`src/rtl/sri_pkg.sv`:
```
// Shared widths, limits, sequencer states and divider request/response types
// for the strided range intersection core. No dependencies.
package sri_pkg;

  localparam int BoundW    = 32;
  localparam int StrideW   = 9;
  localparam int LcmW      = 17;
  localparam int IdxW      = BoundW + 2;
  localparam int DivW      = BoundW + 1;
  localparam int DivCntW   = $clog2(DivW);
  localparam int MaxStride = 256;
  localparam int LcmLimit  = 65536;

  typedef enum logic [3:0] {
    S_IDLE,
    S_GCD_START,
    S_GCD_WAIT,
    S_QUO_START,
    S_QUO_WAIT,
    S_LCM,
    S_RES_START,
    S_RES_WAIT,
    S_PSM_START,
    S_PSM_WAIT,
    S_SEARCH,
    S_UPB_START,
    S_UPB_WAIT,
    S_EMIT
  } state_t;

  typedef struct packed {
    logic               start;
    logic [DivW-1:0]    dividend;
    logic [LcmW-1:0]    divisor;
    logic [DivCntW-1:0] nbits;
  } div_req_t;

  typedef struct packed {
    logic            done;
    logic [DivW-1:0] quotient;
    logic [LcmW-1:0] remainder;
  } div_rsp_t;

endpackage

```
`src/rtl/sri_sec_if.sv`:
```
// Input channel: one beat carries two strided sections.
// Depends on sri_pkg for field widths.
interface sri_sec_if;
  import sri_pkg::*;

  logic                     valid;
  logic                     ready;
  logic signed [BoundW-1:0] first_lower;
  logic signed [BoundW-1:0] first_upper;
  logic [StrideW-1:0]       first_stride;
  logic signed [BoundW-1:0] second_lower;
  logic signed [BoundW-1:0] second_upper;
  logic [StrideW-1:0]       second_stride;

  modport source (
    output valid, first_lower, first_upper, first_stride,
    output second_lower, second_upper, second_stride,
    input  ready
  );

  modport sink (
    input  valid, first_lower, first_upper, first_stride,
    input  second_lower, second_upper, second_stride,
    output ready
  );
endinterface

```
`src/rtl/sri_res_if.sv`:
```
// Output channel: one beat carries the intersected section.
// Depends on sri_pkg for field widths.
interface sri_res_if;
  import sri_pkg::*;

  logic                     valid;
  logic                     ready;
  logic                     is_empty;
  logic signed [BoundW-1:0] result_lower;
  logic signed [BoundW-1:0] result_upper;
  logic [LcmW-1:0]          result_stride;

  modport source (
    output valid, is_empty, result_lower, result_upper, result_stride,
    input  ready
  );

  modport sink (
    input  valid, is_empty, result_lower, result_upper, result_stride,
    output ready
  );
endinterface

```
`src/rtl/strided_range_intersection_core.sv`:
```
// Strided range intersection: sequencer around one shared iterative divider.
// The divider (one bit a cycle) and the search loop (one partner element a cycle,
//   at most the reference stride, 256, steps) set the run time of an item; an
//   invalid stride goes straight to emit. One item at a time.
// Reset (rst, synchronous): sequencer idle, no result pending. Uses sri_pkg, sri_div.
module strided_range_intersection_core (
  input  logic      clk,
  input  logic      rst,
  sri_sec_if.sink   sections,
  sri_res_if.source result
);
  import sri_pkg::*;

  state_t state;
  state_t state_next;

  div_req_t div_req;
  div_rsp_t div_rsp;

  // reference section (smaller lower bound), partner section, smaller upper
  logic signed [BoundW-1:0] rl;
  logic signed [BoundW-1:0] pl;
  logic signed [BoundW-1:0] minu;
  logic [StrideW-1:0]       rs;
  logic [StrideW-1:0]       ps;
  logic [StrideW-1:0]       sa;
  logic [StrideW-1:0]       sb;
  // Euclid operands
  logic [StrideW-1:0]       ga;
  logic [StrideW-1:0]       gb;
  logic [StrideW-1:0]       quo9;
  logic [LcmW-1:0]          lcm;
  // search state: residue of (idx - rl) mod rs, partner stride mod rs, step
  logic [StrideW-1:0]       res;
  logic [StrideW-1:0]       psm;
  logic [StrideW-1:0]       k;
  logic signed [IdxW-1:0]   idx;
  logic signed [BoundW-1:0] upper;
  logic                     empty;

  logic                     accept;
  logic                     swap;
  logic                     stride_bad;
  logic [2*StrideW-1:0]     lcm_prod;
  logic [StrideW:0]         res_sum;
  logic [StrideW:0]         res_wrap;
  logic signed [DivW-1:0]   d0;
  logic signed [IdxW-1:0]   minu_x;
  logic signed [IdxW-1:0]   diff_up;
  logic                     search_fail;
  logic                     emit_go;

  assign accept = sections.valid && sections.ready;
  assign sections.ready = (state == S_IDLE);

  // the first section is the reference on equal lower bounds
  assign swap = sections.first_lower > sections.second_lower;
  assign stride_bad = (sections.first_stride == '0) ||
                      (sections.first_stride > StrideW'(MaxStride)) ||
                      (sections.second_stride == '0) ||
                      (sections.second_stride > StrideW'(MaxStride));

  assign lcm_prod = quo9 * sb;
  assign d0       = DivW'(pl) - DivW'(rl);
  assign minu_x   = IdxW'(minu);
  assign diff_up  = minu_x - idx;
  assign res_sum  = {1'b0, res} + {1'b0, psm};
  assign res_wrap = (res_sum >= {1'b0, rs}) ? res_sum - {1'b0, rs} : res_sum;

  // stop on: search budget spent, or partner element past the smaller upper
  assign search_fail = (k >= rs) || (idx > minu_x);
  assign emit_go     = !result.valid || result.ready;

  sri_div u_div (
    .clk (clk),
    .rst (rst),
    .req (div_req),
    .rsp (div_rsp)
  );

  always_ff @(posedge clk) begin
    if (rst) begin
      state <= S_IDLE;
    end else begin
      state <= state_next;
    end
  end

  always_comb begin
    state_next = state;
    div_req    = '0;
    case (state)
      S_IDLE: begin
        if (sections.valid) begin
          state_next = stride_bad ? S_EMIT : S_GCD_START;
        end
      end
      S_GCD_START: begin
        if (gb == '0) begin
          state_next = S_QUO_START;
        end else begin
          div_req.start    = 1'b1;
          div_req.dividend = DivW'(ga);
          div_req.divisor  = LcmW'(gb);
          div_req.nbits    = DivCntW'(StrideW);
          state_next       = S_GCD_WAIT;
        end
      end
      S_GCD_WAIT: begin
        if (div_rsp.done) begin
          state_next = S_GCD_START;
        end
      end
      S_QUO_START: begin
        // first stride over gcd, then times second stride gives the lcm
        div_req.start    = 1'b1;
        div_req.dividend = DivW'(sa);
        div_req.divisor  = LcmW'(ga);
        div_req.nbits    = DivCntW'(StrideW);
        state_next       = S_QUO_WAIT;
      end
      S_QUO_WAIT: begin
        if (div_rsp.done) begin
          state_next = S_LCM;
        end
      end
      S_LCM: begin
        state_next = (lcm_prod > (2*StrideW)'(LcmLimit)) ? S_EMIT : S_RES_START;
      end
      S_RES_START: begin
        div_req.start    = 1'b1;
        div_req.dividend = DivW'(d0);
        div_req.divisor  = LcmW'(rs);
        div_req.nbits    = DivCntW'(DivW);
        state_next       = S_RES_WAIT;
      end
      S_RES_WAIT: begin
        if (div_rsp.done) begin
          state_next = S_PSM_START;
        end
      end
      S_PSM_START: begin
        div_req.start    = 1'b1;
        div_req.dividend = DivW'(ps);
        div_req.divisor  = LcmW'(rs);
        div_req.nbits    = DivCntW'(StrideW);
        state_next       = S_PSM_WAIT;
      end
      S_PSM_WAIT: begin
        if (div_rsp.done) begin
          state_next = S_SEARCH;
        end
      end
      S_SEARCH: begin
        if (search_fail) begin
          state_next = S_EMIT;
        end else if (res == '0) begin
          state_next = S_UPB_START;
        end
      end
      S_UPB_START: begin
        // remainder of (minu - lower) / lcm trims the upper bound
        div_req.start    = 1'b1;
        div_req.dividend = diff_up[DivW-1:0];
        div_req.divisor  = lcm;
        div_req.nbits    = DivCntW'(DivW);
        state_next       = S_UPB_WAIT;
      end
      S_UPB_WAIT: begin
        if (div_rsp.done) begin
          state_next = S_EMIT;
        end
      end
      S_EMIT: begin
        if (emit_go) begin
          state_next = S_IDLE;
        end
      end
      default: begin
        state_next = S_IDLE;
      end
    endcase
  end

  // datapath registers, advanced by sequencer state
  always_ff @(posedge clk) begin
    case (state)
      S_IDLE: begin
        if (accept) begin
          rl    <= swap ? sections.second_lower : sections.first_lower;
          pl    <= swap ? sections.first_lower : sections.second_lower;
          rs    <= swap ? sections.second_stride : sections.first_stride;
          ps    <= swap ? sections.first_stride : sections.second_stride;
          minu  <= (sections.first_upper < sections.second_upper) ?
                   sections.first_upper : sections.second_upper;
          sa    <= sections.first_stride;
          sb    <= sections.second_stride;
          ga    <= sections.first_stride;
          gb    <= sections.second_stride;
          k     <= '0;
          empty <= stride_bad;
        end
      end
      S_GCD_WAIT: begin
        if (div_rsp.done) begin
          ga <= gb;
          gb <= div_rsp.remainder[StrideW-1:0];
        end
      end
      S_QUO_WAIT: begin
        if (div_rsp.done) begin
          quo9 <= div_rsp.quotient[StrideW-1:0];
        end
      end
      S_LCM: begin
        lcm   <= lcm_prod[LcmW-1:0];
        empty <= lcm_prod > (2*StrideW)'(LcmLimit);
      end
      S_RES_WAIT: begin
        if (div_rsp.done) begin
          res <= div_rsp.remainder[StrideW-1:0];
          idx <= IdxW'(pl);
        end
      end
      S_PSM_WAIT: begin
        if (div_rsp.done) begin
          psm <= div_rsp.remainder[StrideW-1:0];
        end
      end
      S_SEARCH: begin
        if (search_fail) begin
          empty <= 1'b1;
        end else if (res != '0) begin
          // advance to the next partner element
          idx <= idx + IdxW'(ps);
          res <= res_wrap[StrideW-1:0];
          k   <= k + StrideW'(1);
        end
      end
      S_UPB_WAIT: begin
        if (div_rsp.done) begin
          upper <= minu - BoundW'(div_rsp.remainder);
        end
      end
      default: begin
      end
    endcase
  end

  // output register: hold the beat until the sink takes it
  always_ff @(posedge clk) begin
    if (rst) begin
      result.valid <= 1'b0;
    end else if (state == S_EMIT && emit_go) begin
      result.valid <= 1'b1;
    end else if (result.ready) begin
      result.valid <= 1'b0;
    end
  end

  always_ff @(posedge clk) begin
    if (state == S_EMIT && emit_go) begin
      result.is_empty      <= empty;
      result.result_lower  <= empty ? '0 : idx[BoundW-1:0];
      result.result_upper  <= empty ? '0 : upper;
      result.result_stride <= empty ? '0 : lcm;
    end
  end
endmodule

```
`src/rtl/sri_div.sv`:
```
// Iterative restoring divider, one quotient bit per cycle, with a per-request
// bit count. Depends on sri_pkg for widths and request/response types.
module sri_div (
  input  logic             clk,
  input  logic             rst,
  input  sri_pkg::div_req_t req,
  output sri_pkg::div_rsp_t rsp
);
  import sri_pkg::*;

  logic               busy;
  logic               done;
  logic [DivCntW-1:0] cnt;
  logic [DivW-1:0]    dvd;
  logic [LcmW-1:0]    dvs;
  logic [LcmW-1:0]    part;
  logic [DivW-1:0]    quo;

  logic [LcmW:0]      shifted;
  logic [LcmW+1:0]    trial;
  logic               borrow;

  assign shifted = {part, dvd[cnt]};
  assign trial   = {1'b0, shifted} - {2'b00, dvs};
  assign borrow  = trial[LcmW+1];

  always_ff @(posedge clk) begin
    if (rst) begin
      busy <= 1'b0;
      done <= 1'b0;
    end else begin
      done <= 1'b0;
      if (req.start) begin
        busy <= 1'b1;
      end else if (busy && cnt == '0) begin
        busy <= 1'b0;
        done <= 1'b1;
      end
    end
  end

  always_ff @(posedge clk) begin
    if (req.start) begin
      dvd  <= req.dividend;
      dvs  <= req.divisor;
      cnt  <= req.nbits - DivCntW'(1);
      part <= '0;
      quo  <= '0;
    end else if (busy) begin
      // keep the partial remainder when the trial subtract borrows
      part <= borrow ? shifted[LcmW-1:0] : trial[LcmW-1:0];
      quo  <= {quo[DivW-2:0], ~borrow};
      cnt  <= cnt - DivCntW'(1);
    end
  end

  assign rsp.done      = done;
  assign rsp.quotient  = quo;
  assign rsp.remainder = part;
endmodule

```
`src/flat_wrapper.sv`:
```
// flat-port wrapper written by rule: the top's interface ports become plain ports
module strided_range_intersection_core_flat import sri_pkg::*;
  (clk, rst, sections_valid, sections_first_lower, sections_first_upper, sections_first_stride, sections_second_lower, sections_second_upper, sections_second_stride, sections_ready, result_valid, result_is_empty, result_result_lower, result_result_upper, result_result_stride, result_ready);
  sri_sec_if sections_i ();
  sri_res_if result_i ();
  input  logic clk;
  input  logic rst;
  input wire logic [$bits(sections_i.valid)-1:0] sections_valid;
  input wire logic [$bits(sections_i.first_lower)-1:0] sections_first_lower;
  input wire logic [$bits(sections_i.first_upper)-1:0] sections_first_upper;
  input wire logic [$bits(sections_i.first_stride)-1:0] sections_first_stride;
  input wire logic [$bits(sections_i.second_lower)-1:0] sections_second_lower;
  input wire logic [$bits(sections_i.second_upper)-1:0] sections_second_upper;
  input wire logic [$bits(sections_i.second_stride)-1:0] sections_second_stride;
  output wire logic [$bits(sections_i.ready)-1:0] sections_ready;
  output wire logic [$bits(result_i.valid)-1:0] result_valid;
  output wire logic [$bits(result_i.is_empty)-1:0] result_is_empty;
  output wire logic [$bits(result_i.result_lower)-1:0] result_result_lower;
  output wire logic [$bits(result_i.result_upper)-1:0] result_result_upper;
  output wire logic [$bits(result_i.result_stride)-1:0] result_result_stride;
  input wire logic [$bits(result_i.ready)-1:0] result_ready;
  assign sections_i.valid = sections_valid;
  assign sections_i.first_lower = sections_first_lower;
  assign sections_i.first_upper = sections_first_upper;
  assign sections_i.first_stride = sections_first_stride;
  assign sections_i.second_lower = sections_second_lower;
  assign sections_i.second_upper = sections_second_upper;
  assign sections_i.second_stride = sections_second_stride;
  assign sections_ready = sections_i.ready;
  assign result_valid = result_i.valid;
  assign result_is_empty = result_i.is_empty;
  assign result_result_lower = result_i.result_lower;
  assign result_result_upper = result_i.result_upper;
  assign result_result_stride = result_i.result_stride;
  assign result_i.ready = result_ready;
  strided_range_intersection_core u_core (.clk(clk), .rst(rst), .sections(sections_i), .result(result_i));
endmodule
```
`config.mk`:
```
export PLATFORM = sky130hd
export DESIGN_NAME = strided_range_intersection_core_flat
export DESIGN_NICKNAME = d
export VERILOG_FILES = /design/src/rtl/sri_pkg.sv /design/src/rtl/sri_sec_if.sv /design/src/rtl/sri_res_if.sv /design/src/rtl/strided_range_intersection_core.sv /design/src/rtl/sri_div.sv /design/src/flat_wrapper.sv
export SDC_FILE = /design/constraint.sdc
export NUM_CORES = 1
export LEC_CHECK = 0
export ABC_AREA = 1
export BUFFER_PORTS_ARGS = -buffer_cell sky130_fd_sc_hd__buf_2
export CAP_MARGIN = 20
export CORE_MARGIN = 5
export CORE_UTILIZATION = 40
export CTS_CLUSTER_DIAMETER = 40
export DETAILED_ROUTE_END_ITERATION = 8
export SYNTH_ARGS = -nofsm -noshare
export SYNTH_HDL_FRONTEND = slang
export SYNTH_SLANG_ARGS = --single-unit
```
`constraint.sdc`:
```
create_clock -name clk -period 7.6 [get_ports clk]
set_input_delay 1.52 -clock clk [delete_from_list [all_inputs] [get_ports clk]]
set_output_delay 1.52 -clock clk [all_outputs]
set_load 0.03 [all_outputs]
```
**Yosys cells after proc, flatten, opt, wreduce, memory -nomap -nowiden**

Index checks and enable logic that the tools add are counted.

- Register bits after elaboration: 441

- Add/sub/neg operators: 10
- $mul: 1
- Magnitude comparators: 9
- Eq/ne operators: 25
- Muxes and demuxes: 51
- Bitwise operators: 1
- Reductions and logical operators: 33

Operators with widths:

| cell | number |
|---|---|
| one-hot mux 57 bit (5 select lines) | 1 |
| two-way mux 9 bit | 12 |
| two-way mux 34 bit | 3 |
| two-way mux 32 bit | 3 |
| one-hot mux 9 bit (2 select lines) | 4 |
| one-hot mux 34 bit (2 select lines) | 1 |
| two-way mux 57 bit | 1 |
| one-hot mux 4 bit (14 select lines) | 1 |
| two-way mux 4 bit | 11 |
| zero test 9 bit | 4 |
| adder 34 x 9 -> 34 bit | 1 |
| > comparator 34 x 32 -> 1 bit | 1 |
| subtractor 32 x 32 -> 33 bit | 1 |
| subtractor 32 x 33 -> 33 bit | 1 |
| > comparator 32 bit | 1 |
| less-than comparator 32 bit | 1 |
| subtractor 32 x 17 -> 32 bit | 1 |
| == test 4 bit (second input constant) | 6 |
| subtractor 18 x 17 -> 19 bit | 1 |
| > comparator 18 x 17 -> 1 bit (second input constant) | 1 |
| > comparator 9 bit (second input constant) | 2 |
| multiplier 9 x 9 -> 18 bit | 1 |
| two-way mux 17 bit | 1 |
| == test 4 x 3 -> 1 bit (second input constant) | 4 |
| other kinds (30) | 66 |

**Logic depth before layout (Yosys ltp)**

- Depth after elaboration: 7
- Mapped depth: 29
- Gate-level depth less buffers: 28

**Modules after synthesis**

From an unflattened synthesis, not the netlist that was laid out.

- Cells, all modules: 3921
- Area total of the unflattened synthesis: 32190.9 µm²

By module, submodules not included:

| module | times used | cells an instance | area an instance (µm²) |
|---|---|---|---|
| strided_range_intersection_core | 1 | 3328 | 27029.7 |
| sri_div | 1 | 593 | 5161.2 |

**Worst setup path after synthesis**

OpenSTA, ideal clock, no wires.

- Path type: in2reg
- From: input port sections_valid
- To: register u_core.minu[0] (enable)
- Setup time: 0.626 ns
- Arrival: 7.013 ns
- Path slack: -0.039 ns
- Stages: 2
- Path buffers: 0
- Cell sequence: inv_1 > nor2_1

- Word-level cells in the longest chain between the ends: 2

RTL lines:

| element | RTL line | text |
|---|---|---|
| start, declared | flat_wrapper.sv:8 | `input wire logic [$bits(sections_i.valid)-1:0] sections_valid;` |
| logical AND 1 bit | strided_range_intersection_core.sv:53 | `assign accept = sections.valid && sections.ready;` |
| AND reduction 2 bit (no source line) | -- |  |
| end signal, assigned | strided_range_intersection_core.sv:194 | `minu <= (sections.first_upper < sections.second_upper) ?` |
| end, declared | strided_range_intersection_core.sv:23 | `logic signed [BoundW-1:0] minu;` |

Every way passes these cells.
A chain may end at the register's enable or synchronous reset.

**Worst setup path in the final report**

- From: register u_core.quo9[3]
- To: register u_core.empty, data pin

- Word-level cells in the longest chain between the ends: 3

RTL lines:

| element | RTL line | text |
|---|---|---|
| start, declared | strided_range_intersection_core.sv:31 | `logic [StrideW-1:0] quo9;` |
| start signal, assigned | strided_range_intersection_core.sv:212 | `quo9 <= div_rsp.quotient[StrideW-1:0];` |
| multiplier 9 x 9 -> 18 bit | strided_range_intersection_core.sv:63 | `assign lcm_prod = quo9 * sb;` |
| via u_core.lcm_prod[13] | strided_range_intersection_core.sv:44 | `logic [2*StrideW-1:0] lcm_prod;` |
| > comparator 18 x 17 -> 1 bit | strided_range_intersection_core.sv:217 | `empty <= lcm_prod > (2*StrideW)'(LcmLimit);` |
| one-hot mux 1 bit (3 select lines) | strided_range_intersection_core.sv:187 | `case (state)` |
| end signal, assigned | strided_range_intersection_core.sv:201 | `empty <= stride_bad;` |
| end signal, assigned | strided_range_intersection_core.sv:217 |  |
| end, declared | strided_range_intersection_core.sv:39 | `logic empty;` |

The timed path passes the listed nets, and every way through them passes these cells.

==> impl_metrics.ini <==
[min_path]
min_from = u_core.u_div.quo[8]
whs_path_depth = 0
hold_path_end = u_core.quo9[8]
hp-class = flop to flop

[worst_setup_path]
r2r_cells = 23
r2r-start = u_core.quo9[3]
cp_data_required_time_ns = 7.91
start_kind = flop
end_kind = flop
critPathMaxFanout = 9
reg2reg_setup_slack_ns = 2.63
path_class = flop to flop
crit_arrival_ns = 5.29
r2r_end = u_core.empty

[power]
irDropWorstVdd_mv = 0.224
p_per_area_nw_per_um2 = 374
leakage_nw = 16.3
report.power.total_mw = 13.3

[sta]
timing_hold_violations_final = 0
rsz0062_at_grt = no
tightest_slew_ns = 1.05
fin_crit_ns = 4.97
final.setup.tns_ns = 0
fin_skew_ns = 0.0316
finalSetupViolCount = 0
worst_slew_margin_rel = 0.298
fin_crit_sh = 0.654
maxSlewViolCount = 0
clock.fmax_mhz = 201

[synth]
synth_cells = 3665
synth.top_cells.by_count = nand2_1, inv_1, edfxtp_1
synth_most_common_cell = nand2_1
yosysSeqAreaShare = 0.421
synth.area.top_cells = edfxtp_1, ha_1, nand2_1
synth_warnings = 0
ys.flop_type = edfxtp_1
avgSynthCellArea_um2 = 8.37
syn_nets = 4143
ys_ff_latch = 441
synth_top_area_frac = 0.399
post-synth-top-area-cell = edfxtp_1
async_flop_share = 0
synth_edf_count = 408
synth_cell_types = 60
netlist_area_um2 = 30700

[cts]
clk_latency_ns = 0.63
clock_sinks = 441
cts_root_buffer = clkbuf_16
clk_pin_slew_ns = 0.05
clockBufferDepth = 3
cts_resized = 0
htreeDepth = 3
cts_buffers = 77
cts_tree = built
post-cts-setup-buffers = 0
ctsHoldBuffers = 0

[route]
wl_um = 92700
viasPerCell = 5.13
drc = 0
wl_per_cell_um = 18.5
first_pass_iters = 5
drtIter0Drc = 1876
ant_nets = 0
vias = 25658

[placement]
portBuffers = 233
place_area_um2 = 32900
dp.cells = 4859
gp_congestion = 0.949
hpwl_um = 74000

[cells_and_area]
utilization = 0.469
final_cells = 5002
drive_above_1_share = 0.108
syn_to_final_growth_pct = 16.2
final_area_um2 = 35600
finalNetCount = 4388

[floorplan]
initial_core_util = 0.403
die_y_um = 287
pin_count = 234
die_area_um2 = 82400
rows = 101
die_w_um = 287
core_um2 = 76100

[global_route]
track_usage = 0.220
grt_start_max_net_pins = 84
antenna_found_initial = 1
grt_overflow_total = 0
grt_pass1_vias = 24702
grt_pass1_wl_um = 141000

[run_status]
status = finished clean

[run]
max-cap-violations = 0
==> through the flow <==
step	setup slack, ns	hold WS [ns]
2_1_floorplan	2.02	0.408
3_3_place_gp	2.66	0.412
3_5_place_dp	2.63	0.415
4_1_cts	2.58	0.427
5_1_grt	2.24	0.436
6_report	2.63	0.428
==> area by class of cell <==
type,count,area (µm²)
antenna,1,2.50
timing repair buffer,251,1330
clock buffer,87,2030
tap,1030,1290
fill,7465,40400
multi-input combinational,2501,15100
sequential,441,12900
inverter,638,2400
clock inverter,53,623
==> how the worst max path moves through the flow <==
stage	startpoint	to	slack, ns	cells past startpoint
2_1_floorplan	u_core.minu[17]	u_core.idx[0]	2.02	15
3_3_place_gp	u_core.quo9[3]	u_core.empty	2.66	22
3_5_place_dp	u_core.quo9[3]	u_core.empty	2.63	22
4_1_cts	u_core.quo9[3]	u_core.empty	2.58	22
5_1_grt	u_core.u_div.cnt[0]	u_core.u_div.part[14]	2.24	23
6_report	u_core.quo9[3]	u_core.empty	2.63	23
==> metal layers <==
layer,GRT usage,part of all wire,vias up
li1,-,-,12766
met1,0.286,0.42,11947
met2,0.384,0.49,805
met3,0.0358,0.063,140
met4,0.0584,0.028,0
met5,0,0,-
==> layout by cell type, fill, tap and decap left out, types with 80 or more instances in the layout <==
cell         n
nor2_1     332
a21oi_1    278
nand3_1    110
buf_2      233
inv_1      627
clkbuf_16   80
nand2_1    751
ha_1       271
o21ai_0    295
edfxtp_1   408
==> worst max-delay path, stage by stage (launching register included) <==
cell      delay [ns]
edfxtp_1        0.52
nand2_1         0.11
inv_1           0.06
fa_1            0.53
inv_1           0.05
fa_1            0.52
inv_1           0.05
fa_1            0.52
inv_1           0.05
fa_1            0.52
inv_1           0.04
ha_1            0.34
nand2_1         0.13
inv_1           0.05
a21oi_1         0.19
nand3_1         0.12
nand2_1         0.07
nand2_1         0.08
nor2_1          0.10
nand4_1         0.09
nand2_1         0.10
nand2_1         0.16
nand2_1         0.16
o211ai_1        0.09
==> sequential cells by signal (all words and copies together), names as in the netlist, 6 cells and up <==
name	count
u_core.psm	9
u_core.minu	32
u_core.result.result_stride	17
u_core.quo9	9
u_core.sb	9
u_core.result.result_lower	32
u_core.sa	9
u_core.rs	9
u_core.idx	34
u_core.u_div.dvs	17
u_core.u_div.quo	9
u_core.ps	9
u_core.u_div.part	17
u_core.ga	9
u_core.res	9
u_core.pl	32
u_core.lcm	17
u_core.upper	32
u_core.u_div.dvd	33
u_core.gb	9
u_core.u_div.cnt	6
u_core.k	9
u_core.result.result_upper	32
u_core.rl	32
==> cells by family (layout without fill, tap and decap cells) <==
group | Yosys count | count (layout) | share of synthesized area
compound gates | 731 | 731 | 0.132
xor+xnor | 92 | 92 | 0.0263
fa+ha+maj | 328 | 328 | 0.148
buf+inv | 723 | 1029 | 0.0902
flops | 441 | 441 | 0.421
other cells | 0 | 1 | 0
simple gates | 1350 | 1350 | 0.183
==> power by group <==
part	internal, mW	total (mW)	switching [mW]	leakage (nW)
sequential	3.52	3.95	0.433	4.07
clock	2.28	3.54	1.26	1.27
combinational	1.92	5.83	3.91	11.0
total	7.72	13.3	5.60	16.3
Note: power is estimated with default switching activity, not from simulation.
